### src/sv/rvrp_pkg.sv
// shared types and constants of the read variant record packer
// used by every module of the block; no dependencies
package rvrp_pkg;

    localparam int POSITION_BITS_DEFAULT = 13;
    localparam int QUEUE_DEPTH_DEFAULT   = 4;

    // longest run before it is closed on its own
    localparam logic [3:0] MAX_RUN = 4'd15;

    localparam int CFG_INDEX_BITS = 1;
    localparam int CFG_DATA_BITS  = 13;

    localparam logic [CFG_INDEX_BITS-1:0] REG_READ_LENGTH = 1'd0;
    localparam logic [CFG_INDEX_BITS-1:0] REG_EDGE_MARGIN = 1'd1;

    localparam logic [12:0] READ_LENGTH_RESET = 13'd150;
    localparam logic [3:0]  EDGE_MARGIN_RESET = 4'd3;

    // change code kinds: below deletion is an inserted base, above a substitution
    localparam logic [2:0] KIND_DELETION = 3'd4;

    localparam logic [1:0] REC_SUBSTITUTION = 2'd0;
    localparam logic [1:0] REC_INSERTION    = 2'd1;
    localparam logic [1:0] REC_DELETION     = 2'd2;

    localparam int OUT_DATA_BITS = 32;

    // classification of one change code, made at the front
    typedef struct packed {
        logic [2:0] kind;
        logic       last;
        logic       in_window;   // position before the end margin
        logic       head_ok;     // position at or past the start margin
    } code_flags_t;

    localparam int FLAG_BITS = $bits(code_flags_t);

    typedef struct packed {
        logic [1:0]  kind;
        logic [3:0]  run_length;
        logic [7:0]  bases;
        logic [14:0] shifted_pos;
        logic [2:0]  sub_code;
        logic        last;
    } record_t;

endpackage

### src/sv/rvrp_front.sv
// front end: config registers and margin classification of change codes
// depends on rvrp_pkg
module rvrp_front #(
    parameter int POSITION_BITS = rvrp_pkg::POSITION_BITS_DEFAULT
) (
    input  logic                               aclk,
    input  logic                               aresetn,
    input  logic                               cfg_we,
    input  logic [rvrp_pkg::CFG_INDEX_BITS-1:0] cfg_index,
    input  logic [rvrp_pkg::CFG_DATA_BITS-1:0]  cfg_data,
    input  logic                               in_valid,
    input  logic [POSITION_BITS-1:0]           in_pos,
    input  logic [2:0]                         in_kind,
    input  logic                               in_last,
    input  logic                               queue_ready,
    output logic                               push,
    output logic [POSITION_BITS-1:0]           push_pos,
    output rvrp_pkg::code_flags_t              push_flags
);

    localparam int CMP_BITS = ((POSITION_BITS > 13) ? POSITION_BITS : 13) + 1;

    logic [12:0] read_length_reg;
    logic [3:0]  edge_margin_reg;

    logic [CMP_BITS-1:0] pos_ext;
    logic [CMP_BITS-1:0] margin_ext;
    logic [CMP_BITS-1:0] length_ext;
    logic [CMP_BITS-1:0] pos_plus_margin;

    always_ff @(posedge aclk) begin
        if (!aresetn) begin
            read_length_reg <= rvrp_pkg::READ_LENGTH_RESET;
            edge_margin_reg <= rvrp_pkg::EDGE_MARGIN_RESET;
        end else if (cfg_we) begin
            case (cfg_index)
                rvrp_pkg::REG_READ_LENGTH: read_length_reg <= cfg_data[12:0];
                rvrp_pkg::REG_EDGE_MARGIN: edge_margin_reg <= cfg_data[3:0];
                default: ;
            endcase
        end
    end

    assign pos_ext         = CMP_BITS'(in_pos);
    assign margin_ext      = CMP_BITS'(edge_margin_reg);
    assign length_ext      = CMP_BITS'(read_length_reg);
    // p < length - margin, kept unsigned
    assign pos_plus_margin = pos_ext + margin_ext;

    assign push     = in_valid && queue_ready;
    assign push_pos = in_pos;

    always_comb begin
        push_flags.kind      = in_kind;
        push_flags.last      = in_last;
        push_flags.in_window = pos_plus_margin < length_ext;
        push_flags.head_ok   = pos_ext >= margin_ext;
    end

endmodule

### src/sv/rvrp_queue.sv
// short queue of classified change codes between front and back
// depends on rvrp_pkg for the default depth
module rvrp_queue #(
    parameter int WIDTH = 19,
    parameter int DEPTH = rvrp_pkg::QUEUE_DEPTH_DEFAULT
) (
    input  logic             aclk,
    input  logic             aresetn,
    input  logic             push,
    input  logic [WIDTH-1:0] push_data,
    output logic             ready,
    input  logic             pop,
    output logic             head_valid,
    output logic [WIDTH-1:0] head_data
);

    localparam int AW = (DEPTH > 1) ? $clog2(DEPTH) : 1;

    logic [WIDTH-1:0] slot_reg [DEPTH];
    logic [AW-1:0]    wr_ptr_reg;
    logic [AW-1:0]    rd_ptr_reg;
    logic [AW:0]      count_reg;
    logic [AW:0]      count_next;

    assign ready      = count_reg != (AW + 1)'(DEPTH);
    assign head_valid = count_reg != '0;
    assign head_data  = slot_reg[rd_ptr_reg];

    always_comb begin
        count_next = count_reg;
        if (push && !pop) begin
            count_next = count_reg + 1'b1;
        end else if (pop && !push) begin
            count_next = count_reg - 1'b1;
        end
    end

    always_ff @(posedge aclk) begin
        if (push) begin
            slot_reg[wr_ptr_reg] <= push_data;
        end
    end

    always_ff @(posedge aclk) begin
        if (!aresetn) begin
            wr_ptr_reg <= '0;
            rd_ptr_reg <= '0;
            count_reg  <= '0;
        end else begin
            count_reg <= count_next;
            if (push) begin
                wr_ptr_reg <= (wr_ptr_reg == AW'(DEPTH - 1)) ? '0 : wr_ptr_reg + 1'b1;
            end
            if (pop) begin
                rd_ptr_reg <= (rd_ptr_reg == AW'(DEPTH - 1)) ? '0 : rd_ptr_reg + 1'b1;
            end
        end
    end

endmodule

### src/sv/rvrp_back.sv
// back end: pending run, indel offset and a two-entry record buffer
// depends on rvrp_pkg
module rvrp_back #(
    parameter int POSITION_BITS = rvrp_pkg::POSITION_BITS_DEFAULT
) (
    input  logic                     aclk,
    input  logic                     aresetn,
    input  logic                     head_valid,
    input  logic [POSITION_BITS-1:0] head_pos,
    input  rvrp_pkg::code_flags_t    head_flags,
    output logic                     pop,
    output logic                     out_valid,
    input  logic                     out_ready,
    output rvrp_pkg::record_t        out_rec
);

    function automatic logic [14:0] pos15(input logic [POSITION_BITS-1:0] p);
        logic [31:0] wide;
        wide = 32'(p);
        return wide[14:0];
    endfunction

    function automatic rvrp_pkg::record_t run_record(
        input logic                     ins,
        input logic [3:0]               count,
        input logic [7:0]               bases,
        input logic [POSITION_BITS-1:0] start,
        input logic [14:0]              offset
    );
        rvrp_pkg::record_t r;
        r.kind        = ins ? rvrp_pkg::REC_INSERTION : rvrp_pkg::REC_DELETION;
        r.run_length  = count;
        r.bases       = ins ? bases : 8'd0;
        r.shifted_pos = pos15(start) + offset;
        r.sub_code    = 3'd0;
        r.last        = 1'b0;
        return r;
    endfunction

    function automatic logic [14:0] offset_after(
        input logic        ins,
        input logic [3:0]  count,
        input logic [14:0] offset
    );
        return ins ? offset - 15'(count) : offset + 15'(count);
    endfunction

    // pending run
    logic                     open_reg,  open_next;
    logic                     ins_reg,   ins_next;
    logic [POSITION_BITS-1:0] start_reg, start_next;
    logic [3:0]               count_reg, count_next;
    logic [7:0]               bases_reg, bases_next;
    logic [14:0]              offset_reg, offset_next;

    // record buffer
    rvrp_pkg::record_t buf0_reg, buf0_next;
    rvrp_pkg::record_t buf1_reg, buf1_next;
    logic [1:0]        fill_reg, fill_next;

    rvrp_pkg::record_t rec0, rec1, rec_tmp;
    logic [1:0]        n_rec;
    logic              extends_run;
    logic              is_ins_code;
    logic [POSITION_BITS:0] run_end;
    logic [2:0]        free_slots;
    logic              drain;
    logic [1:0]        remain;

    assign is_ins_code = head_flags.kind < rvrp_pkg::KIND_DELETION;
    assign run_end     = {1'b0, start_reg} + (POSITION_BITS + 1)'(count_reg);

    always_comb begin
        if (!open_reg) begin
            extends_run = 1'b0;
        end else if (ins_reg) begin
            extends_run = is_ins_code && ({1'b0, head_pos} == run_end);
        end else begin
            extends_run = (head_flags.kind == rvrp_pkg::KIND_DELETION) &&
                          (head_pos == start_reg);
        end
    end

    always_comb begin
        open_next   = open_reg;
        ins_next    = ins_reg;
        start_next  = start_reg;
        count_next  = count_reg;
        bases_next  = bases_reg;
        offset_next = offset_reg;
        rec0        = '0;
        rec1        = '0;
        rec_tmp     = '0;
        n_rec       = 2'd0;

        if (extends_run) begin
            if (ins_reg && count_reg < 4'd4) begin
                case (count_reg[1:0])
                    2'd0:    bases_next[7:6] = head_flags.kind[1:0];
                    2'd1:    bases_next[5:4] = head_flags.kind[1:0];
                    2'd2:    bases_next[3:2] = head_flags.kind[1:0];
                    default: bases_next[1:0] = head_flags.kind[1:0];
                endcase
            end
            count_next = count_reg + 1'b1;
            if (count_next >= rvrp_pkg::MAX_RUN) begin
                rec0        = run_record(ins_next, count_next, bases_next, start_next,
                                         offset_next);
                n_rec       = 2'd1;
                offset_next = offset_after(ins_next, count_next, offset_next);
                open_next   = 1'b0;
                ins_next    = 1'b0;
                start_next  = '0;
                count_next  = '0;
                bases_next  = '0;
            end
        end else if (head_flags.in_window) begin
            if (head_flags.kind > rvrp_pkg::KIND_DELETION) begin
                if (head_flags.head_ok) begin
                    if (open_next) begin
                        rec0        = run_record(ins_next, count_next, bases_next, start_next,
                                                 offset_next);
                        n_rec       = 2'd1;
                        offset_next = offset_after(ins_next, count_next, offset_next);
                        open_next   = 1'b0;
                        ins_next    = 1'b0;
                        start_next  = '0;
                        count_next  = '0;
                        bases_next  = '0;
                    end
                    rec_tmp.kind        = rvrp_pkg::REC_SUBSTITUTION;
                    rec_tmp.shifted_pos = pos15(head_pos) + offset_next;
                    rec_tmp.sub_code    = head_flags.kind;
                    if (n_rec == 2'd0) begin
                        rec0 = rec_tmp;
                    end else begin
                        rec1 = rec_tmp;
                    end
                    n_rec = n_rec + 1'b1;
                end
            end else begin
                if (open_next) begin
                    rec0        = run_record(ins_next, count_next, bases_next, start_next,
                                             offset_next);
                    n_rec       = 2'd1;
                    offset_next = offset_after(ins_next, count_next, offset_next);
                end
                open_next  = 1'b1;
                ins_next   = is_ins_code;
                start_next = head_pos;
                count_next = 4'd1;
                bases_next = is_ins_code ? {head_flags.kind[1:0], 6'd0} : 8'd0;
                // a limit of one closes the new run right away
                if (count_next >= rvrp_pkg::MAX_RUN) begin
                    rec_tmp = run_record(ins_next, count_next, bases_next, start_next,
                                         offset_next);
                    if (n_rec == 2'd0) begin
                        rec0 = rec_tmp;
                    end else begin
                        rec1 = rec_tmp;
                    end
                    n_rec       = n_rec + 1'b1;
                    offset_next = offset_after(ins_next, count_next, offset_next);
                    open_next   = 1'b0;
                    ins_next    = 1'b0;
                    start_next  = '0;
                    count_next  = '0;
                    bases_next  = '0;
                end
            end
        end

        if (head_flags.last) begin
            if (open_next) begin
                rec_tmp = run_record(ins_next, count_next, bases_next, start_next,
                                     offset_next);
                if (n_rec == 2'd0) begin
                    rec0 = rec_tmp;
                end else begin
                    rec1 = rec_tmp;
                end
                n_rec      = n_rec + 1'b1;
                open_next  = 1'b0;
                ins_next   = 1'b0;
                start_next = '0;
                count_next = '0;
                bases_next = '0;
            end
            offset_next = '0;
        end

        if (n_rec == 2'd2) begin
            rec1.last = 1'b1;
        end else if (n_rec == 2'd1) begin
            rec0.last = 1'b1;
        end
    end

    assign out_valid  = fill_reg != 2'd0;
    assign out_rec    = buf0_reg;
    assign drain      = out_valid && out_ready;
    assign remain     = fill_reg - {1'b0, drain};
    assign free_slots = 3'd2 - {1'b0, remain};
    assign pop        = head_valid && ({1'b0, n_rec} <= free_slots);

    always_comb begin
        buf0_next = drain ? buf1_reg : buf0_reg;
        buf1_next = buf1_reg;
        fill_next = remain;
        if (pop) begin
            fill_next = remain + n_rec;
            if (remain == 2'd0) begin
                buf0_next = rec0;
                buf1_next = rec1;
            end else if (remain == 2'd1) begin
                buf1_next = rec0;
            end
        end
    end

    always_ff @(posedge aclk) begin
        buf0_reg <= buf0_next;
        buf1_reg <= buf1_next;
    end

    always_ff @(posedge aclk) begin
        if (!aresetn) begin
            open_reg   <= 1'b0;
            ins_reg    <= 1'b0;
            start_reg  <= '0;
            count_reg  <= '0;
            bases_reg  <= '0;
            offset_reg <= '0;
            fill_reg   <= 2'd0;
        end else begin
            fill_reg <= fill_next;
            if (pop) begin
                open_reg   <= open_next;
                ins_reg    <= ins_next;
                start_reg  <= start_next;
                count_reg  <= count_next;
                bases_reg  <= bases_next;
                offset_reg <= offset_next;
            end
        end
    end

endmodule

### src/sv/read_variant_record_packer_top.sv
// path: a record reaches the m_ side through the queue slot and then the record buffer,
// which it enters only when the buffer has room
// throughput: one change code per cycle while the queue and the record buffer have room;
// a code that causes two records needs an empty record buffer, so a second such code waits
// reset: aresetn low at a clock edge clears the pending run, the indel offset, the queue
// and the record buffer, and sets read_length to 150 and edge_margin to 3
module read_variant_record_packer_top #(
    parameter int POSITION_BITS = rvrp_pkg::POSITION_BITS_DEFAULT,
    parameter int QUEUE_DEPTH   = rvrp_pkg::QUEUE_DEPTH_DEFAULT,
    localparam int S_DATA_BITS  = ((POSITION_BITS + 7) / 8) * 8
) (
    input  logic                                aclk,
    input  logic                                aresetn,
    input  logic                                cfg_we,
    input  logic [rvrp_pkg::CFG_INDEX_BITS-1:0] cfg_index,
    input  logic [rvrp_pkg::CFG_DATA_BITS-1:0]  cfg_data,
    input  logic                                s_tvalid,
    output logic                                s_tready,
    input  logic [S_DATA_BITS-1:0]              s_tdata,   // code_position
    input  logic [2:0]                          s_tuser,   // code_kind
    input  logic                                s_tlast,   // read_end
    output logic                                m_tvalid,
    input  logic                                m_tready,
    // run_length, inserted_bases, shifted_position, substitution_code
    output logic [rvrp_pkg::OUT_DATA_BITS-1:0]  m_tdata,
    output logic [1:0]                          m_tuser,   // record_kind
    output logic                                m_tlast    // group_last
);

    localparam int ENTRY_BITS = POSITION_BITS + rvrp_pkg::FLAG_BITS;

    logic                     push;
    logic [POSITION_BITS-1:0] push_pos;
    rvrp_pkg::code_flags_t    push_flags;
    logic                     queue_ready;
    logic                     pop;
    logic                     head_valid;
    logic [ENTRY_BITS-1:0]    head_data;
    rvrp_pkg::code_flags_t    head_flags;
    rvrp_pkg::record_t        out_rec;

    rvrp_front #(
        .POSITION_BITS(POSITION_BITS)
    ) u_front (
        .aclk       (aclk),
        .aresetn    (aresetn),
        .cfg_we     (cfg_we),
        .cfg_index  (cfg_index),
        .cfg_data   (cfg_data),
        .in_valid   (s_tvalid),
        .in_pos     (s_tdata[POSITION_BITS-1:0]),
        .in_kind    (s_tuser),
        .in_last    (s_tlast),
        .queue_ready(queue_ready),
        .push       (push),
        .push_pos   (push_pos),
        .push_flags (push_flags)
    );

    rvrp_queue #(
        .WIDTH(ENTRY_BITS),
        .DEPTH(QUEUE_DEPTH)
    ) u_queue (
        .aclk      (aclk),
        .aresetn   (aresetn),
        .push      (push),
        .push_data ({push_pos, push_flags}),
        .ready     (queue_ready),
        .pop       (pop),
        .head_valid(head_valid),
        .head_data (head_data)
    );

    assign head_flags = head_data[rvrp_pkg::FLAG_BITS-1:0];

    rvrp_back #(
        .POSITION_BITS(POSITION_BITS)
    ) u_back (
        .aclk      (aclk),
        .aresetn   (aresetn),
        .head_valid(head_valid),
        .head_pos  (head_data[ENTRY_BITS-1:rvrp_pkg::FLAG_BITS]),
        .head_flags(head_flags),
        .pop       (pop),
        .out_valid (m_tvalid),
        .out_ready (m_tready),
        .out_rec   (out_rec)
    );

    assign s_tready = queue_ready;
    assign m_tdata  = {2'b00, out_rec.sub_code, out_rec.shifted_pos, out_rec.bases,
                       out_rec.run_length};
    assign m_tuser  = out_rec.kind;
    assign m_tlast  = out_rec.last;

endmodule
### config.mk
export PLATFORM = sky130hd
export DESIGN_NAME = read_variant_record_packer_top
export DESIGN_NICKNAME = d
export VERILOG_FILES = /design/src/sv/rvrp_pkg.sv /design/src/sv/rvrp_front.sv /design/src/sv/rvrp_queue.sv /design/src/sv/rvrp_back.sv /design/src/sv/read_variant_record_packer_top.sv
export SDC_FILE = /design/constraint.sdc
export NUM_CORES = 1
export LEC_CHECK = 0
export BUFFER_PORTS_ARGS = -buffer_cell sky130_fd_sc_hd__buf_4
export CAP_MARGIN = 5
export CORE_AREA = 5 5 163 165
export DETAILED_ROUTE_END_ITERATION = 16
export DIE_AREA = 0 0 168 170
export MAX_ROUTING_LAYER = met4
export PLACE_DENSITY = 0.76
export SYNTH_ARGS = -nofsm -noshare
export SYNTH_HDL_FRONTEND = slang
export SYNTH_SLANG_ARGS = --single-unit
### constraint.sdc
create_clock -name aclk -period 9.96 [get_ports aclk]
set_input_delay 0 -clock aclk [delete_from_list [all_inputs] [get_ports aclk]]
set_output_delay 0 -clock aclk [all_outputs]
set_load 0.005 [all_outputs]
; Yosys cells after proc, flatten, opt, wreduce, memory -nomap -nowiden
; Memory sizes are Yosys's and may differ from the RTL's. A register that Yosys moved wholly into a read port is not among the register bits.
; Index checks and enable logic that the tools add are counted.
[word_totals]
reg_bits = 134
ramBits = 76
input_bits = 39
out_inout_bits = 37
memories = 1
[classes]
addsub = 19
n_lt_le_gt_ge = 7
n_eq_ne = 11
muxes = 112
bitwise_logic = 1
reduce_logical = 22
[mem_list]
columns = name, depth, width, read_ports, rd_ports_with_merged_regs, write_ports, line_no
row1 = u_queue.slot_reg, 4, 19, 1, 1, 1, rvrp_queue.sv:19  ; logic [WIDTH-1:0] slot_reg [DEPTH];
[op_table]
columns = cell, n
row1 = two-way mux 33 bit, 22
row2 = two-way mux 15 bit, 13
row3 = two-way mux 8 bit, 14
row4 = two-way mux 13 bit, 8
row5 = adder 13 x 15 -> 15 bit, 3
row6 = two-way mux 2 bit, 21
row7 = two-way mux 4 bit, 8
row8 = adder 15 x 4 -> 15 bit, 2
row9 = subtractor 15 x 4 -> 15 bit, 2
row10 = adder 13 x 4 -> 14 bit, 2
row11 = two-way mux 1 bit, 23
row12 = two-way mux 19 bit, 1
row13 = == test 13 x 14 -> 1 bit, 1
row14 = < comparator 14 x 13 -> 1 bit, 1
row15 = == test 13 bit, 1
row16 = >= comparator 13 x 4 -> 1 bit, 1
row17 = adder 2 x 1 -> 2 bit (second input constant), 4
row18 = == test 2 bit (second input constant), 4
row19 = logical AND 1 bit, 8
row20 = zero test 2 bit, 4
row21 = == test 2 x 1 -> 1 bit (second input constant), 3
row22 = two-way mux 3 bit, 2
row23 = AND reduction 2 bit, 3
row24 = nonzero test 2 bit, 3
row25 = other kinds (17), 18

; Depth between registers and ports, before layout
[logic_depth]
depth_word = 20
mapped_depth = 25
ltp_nobuf = 24

; By module
; From an unflattened synthesis, not the netlist that was laid out.
[unflattened]
cells_unflattened = 1622
hier_area_um2 = 15179.6
[by_module_without_submodules]
columns = module, n_inst, cells_each, area_per_inst_um2
row1 = rvrp_back, 1, 1289, 10408.7
row2 = rvrp_queue, 1, 144, 3244.4
row3 = rvrp_front, 1, 186, 1507.7
row4 = read_variant_record_packer_top, 1, 3, 18.8

; Least setup slack after synthesis
; OpenSTA, ideal clock, no wires.
[synth_timing]
path_kind = flip-flop to flip-flop
startpoint = reg u_back.count_reg[0]
endpoint = reg u_queue.count_reg[2]
arrival_ns = 6.278
slack_ns = 3.607
stages_incl_launch_ff = 24
n_path_buf = 2
synth_period_minus_slack_ns = 6.353
cell_sequence = dfxtp_1 > ha_1 > fa_1 > a21o_1 > a21oi_1 > xnor2_1 > a31oi_1 > o21ai_1 > a21o_1 > buf_6 > nor4_1 > inv_1 > ha_1 > a21o_1 > ha_1 > nor2b_1 > o31ai_1 > clkbuf_1 > ha_1 > inv_1 > fa_1 > xor2_1 > or3_1 > a21boi_0
[synth_between]
elab_chain_cells = 14
[synth_lines]
columns = element, line_no
row1 = from (decl), rvrp_back.sv:52  ; logic [3:0] count_reg, count_next;
row2 = from (signal assigned), rvrp_back.sv:241  ; count_reg <= count_next;
row3 = adder 13 x 4 -> 14 bit, rvrp_back.sv:71  ; assign run_end = {1'b0, start_reg} + (POSITION_BITS + 1)'(count_reg);
row4 = == test 13 x 14 -> 1 bit, rvrp_back.sv:77  ; extends_run = is_ins_code && ({1'b0, head_pos} == run_end);
row5 = logical AND 1 bit, rvrp_back.sv:77
row6 = two-way mux 1 bit, rvrp_back.sv:76  ; end else if (ins_reg) begin
row7 = two-way mux 1 bit, rvrp_back.sv:74  ; if (!open_reg) begin
row8 = two-way mux 2 bit, rvrp_back.sv:96  ; if (extends_run) begin
row9 = adder 2 x 1 -> 2 bit, rvrp_back.sv:182  ; n_rec = n_rec + 1'b1;
row10 = two-way mux 2 bit, rvrp_back.sv:174  ; if (open_next) begin
row11 = two-way mux 2 bit *, rvrp_back.sv:173  ; if (head_flags.last) begin
row12 = less-or-equal comparator 2 x 3 -> 1 bit *, rvrp_back.sv:204  ; assign pop = head_valid && ({1'b0, n_rec} <= free_slots);
row13 = logical AND 1 bit *, rvrp_back.sv:204
row14 = zero test 1 bit, rvrp_queue.sv:31  ; if (push && !pop) begin
row15 = logical AND 1 bit, rvrp_queue.sv:31
row16 = two-way mux 3 bit or nonzero test 2 bit (tied branches), -
row17 = to (signal assigned), rvrp_queue.sv:50  ; count_reg <= count_next;
row18 = to (decl), rvrp_queue.sv:22  ; logic [AW:0] count_reg;
; Mark *: on every way between the ends. The rest lies on a longest branch, timed or not.
; A chain may end at the register's enable or synchronous reset.

==> run metrics <==
status=finished, violations left; failing checks=negative hold slack; area leader, netlist=edfxtp_1; clock sink count=about 210; minimum clock period=between 7000 and 8000 ps; GR Overflow Total=0; CTS HTree Levels=1; Synth Flop Type=edfxtp_1; cts-stage hold buffer count=40; largest fanout on the critical path=37; starting density of the core=0.590; Maximum Capacitance Violations=0; HPWL Detailed=about 30 mm; clk slew on worst S/H paths=~60 ps; final setup fails=0; Post-DRT Antenna Nets=0; Port-buffer cells=70; Placed Cells=between 1500 and 2000; final hold slack=-2.65 ps; CP Cell Sequence=buf_4 > mux4_2 > xnor2_1 > or3_4 > a2111oi_4 > nor4b_4 > a21o_1 > nor4_2 > buf_4 > a211oi_1 > ha_1 > a21o_1 > ha_1 > nor2b_1 > o31ai_4 > buf_4 > inv_1 > nand2_1 > a21oi_1 > a22oi_1; CP max stage delay=about 870 ps; sw power=~2.9 mW; HP Class=input port to flip-flop; Worst Skew=approximately 11 ps; Worst Setup Start Kind=flip-flop; Worst IR Drop VDD=between 0.2 and 0.25 mV; Slew Viols, Final=0; RSZ-0062 raised after global routing=no; number of nets in the layout=1814; setup TNS=0 ps; final RePlAce weighted congestion=0.999; Worst Path Required=between 10000 and 15000 ps; worst path arrival time=between 7000 and 8000 ps; Initial DRT Pass Iterations=6; Tcrit/Tclk final=0.755; DR vias=about 13000; warning count from the yosys run=0; commonest non-fill, non-tap cell in the layout=nand2_1; M1 GR Usage=0.360; Die W=about 170 µm; Setup crit end kind=flip-flop; DIE HEIGHT=170 µm; ranking of synthesized cells by area=edfxtp_1, dfxtp_1, ha_1; Synth Register Bits=212; CTS max path bufs=3; CTS buffer count=24; Clk pwr share=0.147; Pleak=roughly 6.7 nW; maximum number of pins on one net before global-route repair=slightly below 70; die area=28600 µm²; Comb power frac=0.627; met2 usage=0.466; Yosys cell types=89; Initial DRC Count=1000; DRC violations left=0; most frequent cells in the layout=nand2_1, ha_1, edfxtp_1; wirelength, routed=between 40 and 50 mm; Reg2Reg Setup Slack=around 2400 ps; IO Pins=76; Rows=58; EDFF count, synth=109; cts repair resizes=0; busiest grt layer=met2; slack of the critical path=2440 ps; Pint=roughly 3.2 mW; core area=around 25000 µm²; Crit-path slowest cell=nand2_1; FFs w/ async S/R, synth=0; met3 GRT Util=0.0351; register area share after synthesis=0.363; Power Dens Cells=~370 nW/µm²; sequential fraction of design power=0.225; sw frac=0.473; filler instances=~2000; vias per cell=6.24; Post-Syn Instances=1570; CTS tree=done; Mapped Area=between 10000 and 15000 µm²; Slew @ Worst Pin=~1200 ps; mean area per synthesized cell=just over 9 µm²; CP Class=flip-flop to flip-flop; Layout Utilization=0.671; share of layout cells above drive strength 1=0.117; clk_lat worst skew=520 ps; vias in the first global route=approximately 12000; post-CTS setup buffers=0; diode count=0; Fmax achieved=approximately 0.13 GHz; wire per inst=about 20 µm; pre-CTS setup slack=approximately 2400 ps; final hold vios=1; initial antenna violation count=0; Yosys top cell area share=0.223; non-filler cells, final=2003; Total Routing Usage GR=0.283; max reg flops=76; CP dominant cell by count=buf_4; first-pass GRT wire length=63.9 mm; area grow syn2layout=13.7%; Max transition margin=0.184; clock root buffer=clkbuf_16
## worst max-delay path: cells and delay by family, from the launching register on
family	cells	cell delay, ps
flops	1	730
compound gates	7	2160
xor+xnor	1	200
fa+ha+maj	2	620
mux	1	600
buf+inv	4	1070
simple gates	5	2010
## through the flow
step / hold WS, ps / power, mW / instance area, µm²
after floorplan: 98.9 / 4.12 / 14700
after global placement: 203 / 5.05 / 15500
after detailed placement: 209 / 5.12 / 15500
after CTS: 0.873 / 6.07 / 16700
after global routing: 35.6 / 6.55 / 16700
final: -2.65 / 6.12 / 16700
## final cells by class
type / count / area [µm²] / share of cell area
multi-input cells: 1214 / 8810 / 0.527
flip-flops and latches: 212 / 5340 / 0.319
inverters: 76 / 285 / 0.0171
well taps: 330 / 413 / 0.0247
repair buffers: 127 / 1050 / 0.0631
clock inverters: 7 / 115 / 0.00689
clock buffers: 37 / 691 / 0.0414
## routing by layer
metal / wire length, µm / part of all wire / vias to the layer above
li1: - / - / 5981
met4: 1780 / 0.044 / 0
met3: 2820 / 0.070 / 88
met2: 18500 / 0.46 / 488
met1: 17000 / 0.42 / 5946
met5: 0 / 0 / -
## cell usage after synthesis, drive strengths merged, types with 38 or more instances
cell type  instances
a22oi             48
nor2b             49
nand2            156
nand3             38
inv               76
clkbuf            57
xnor2             69
nor2              91
a21oi             92
edfxtp           109
ha               112
o21ai            103
dfxtp            103
## final timing paths
| check | from | endpoint | cells past startpoint |
|---|---|---|---|
| worst max-delay path | flip-flop | u_back.out_rec[16] | 20 |
| worst max register to register | flip-flop | u_back.out_rec[16] | 20 |
| worst min register to register | u_front.read_length_reg[8] | u_front.read_length_reg[8] | 2 |
| worst min-delay path | aresetn | u_front.read_length_reg[2] | 2 |
## kinds of logic (layout without fill, tap and decap cells)
group           Yosys count  after routing  share of synthesized area
mux                      67             67                     0.0641
buf+inv                 145            247                     0.0396
compound gates          461            461                      0.211
xor+xnor                 95             95                     0.0586
other cells               1              2                   0.000255
simple gates            468            468                      0.156
flops                   212            212                      0.363
fa+ha+maj               121            121                      0.107
## power by group through the flow
stage                     registers, mW  logic, mW  clock network, mW
after floorplan                    1.33       2.79                  0
after global placement             1.38       3.67                  0
after detailed placement           1.39       3.73                  0
after CTS                          1.38       3.77              0.917
after global routing               1.41       4.20              0.952
final                              1.38       3.84              0.902
Power figures use the tool's default switching activity.
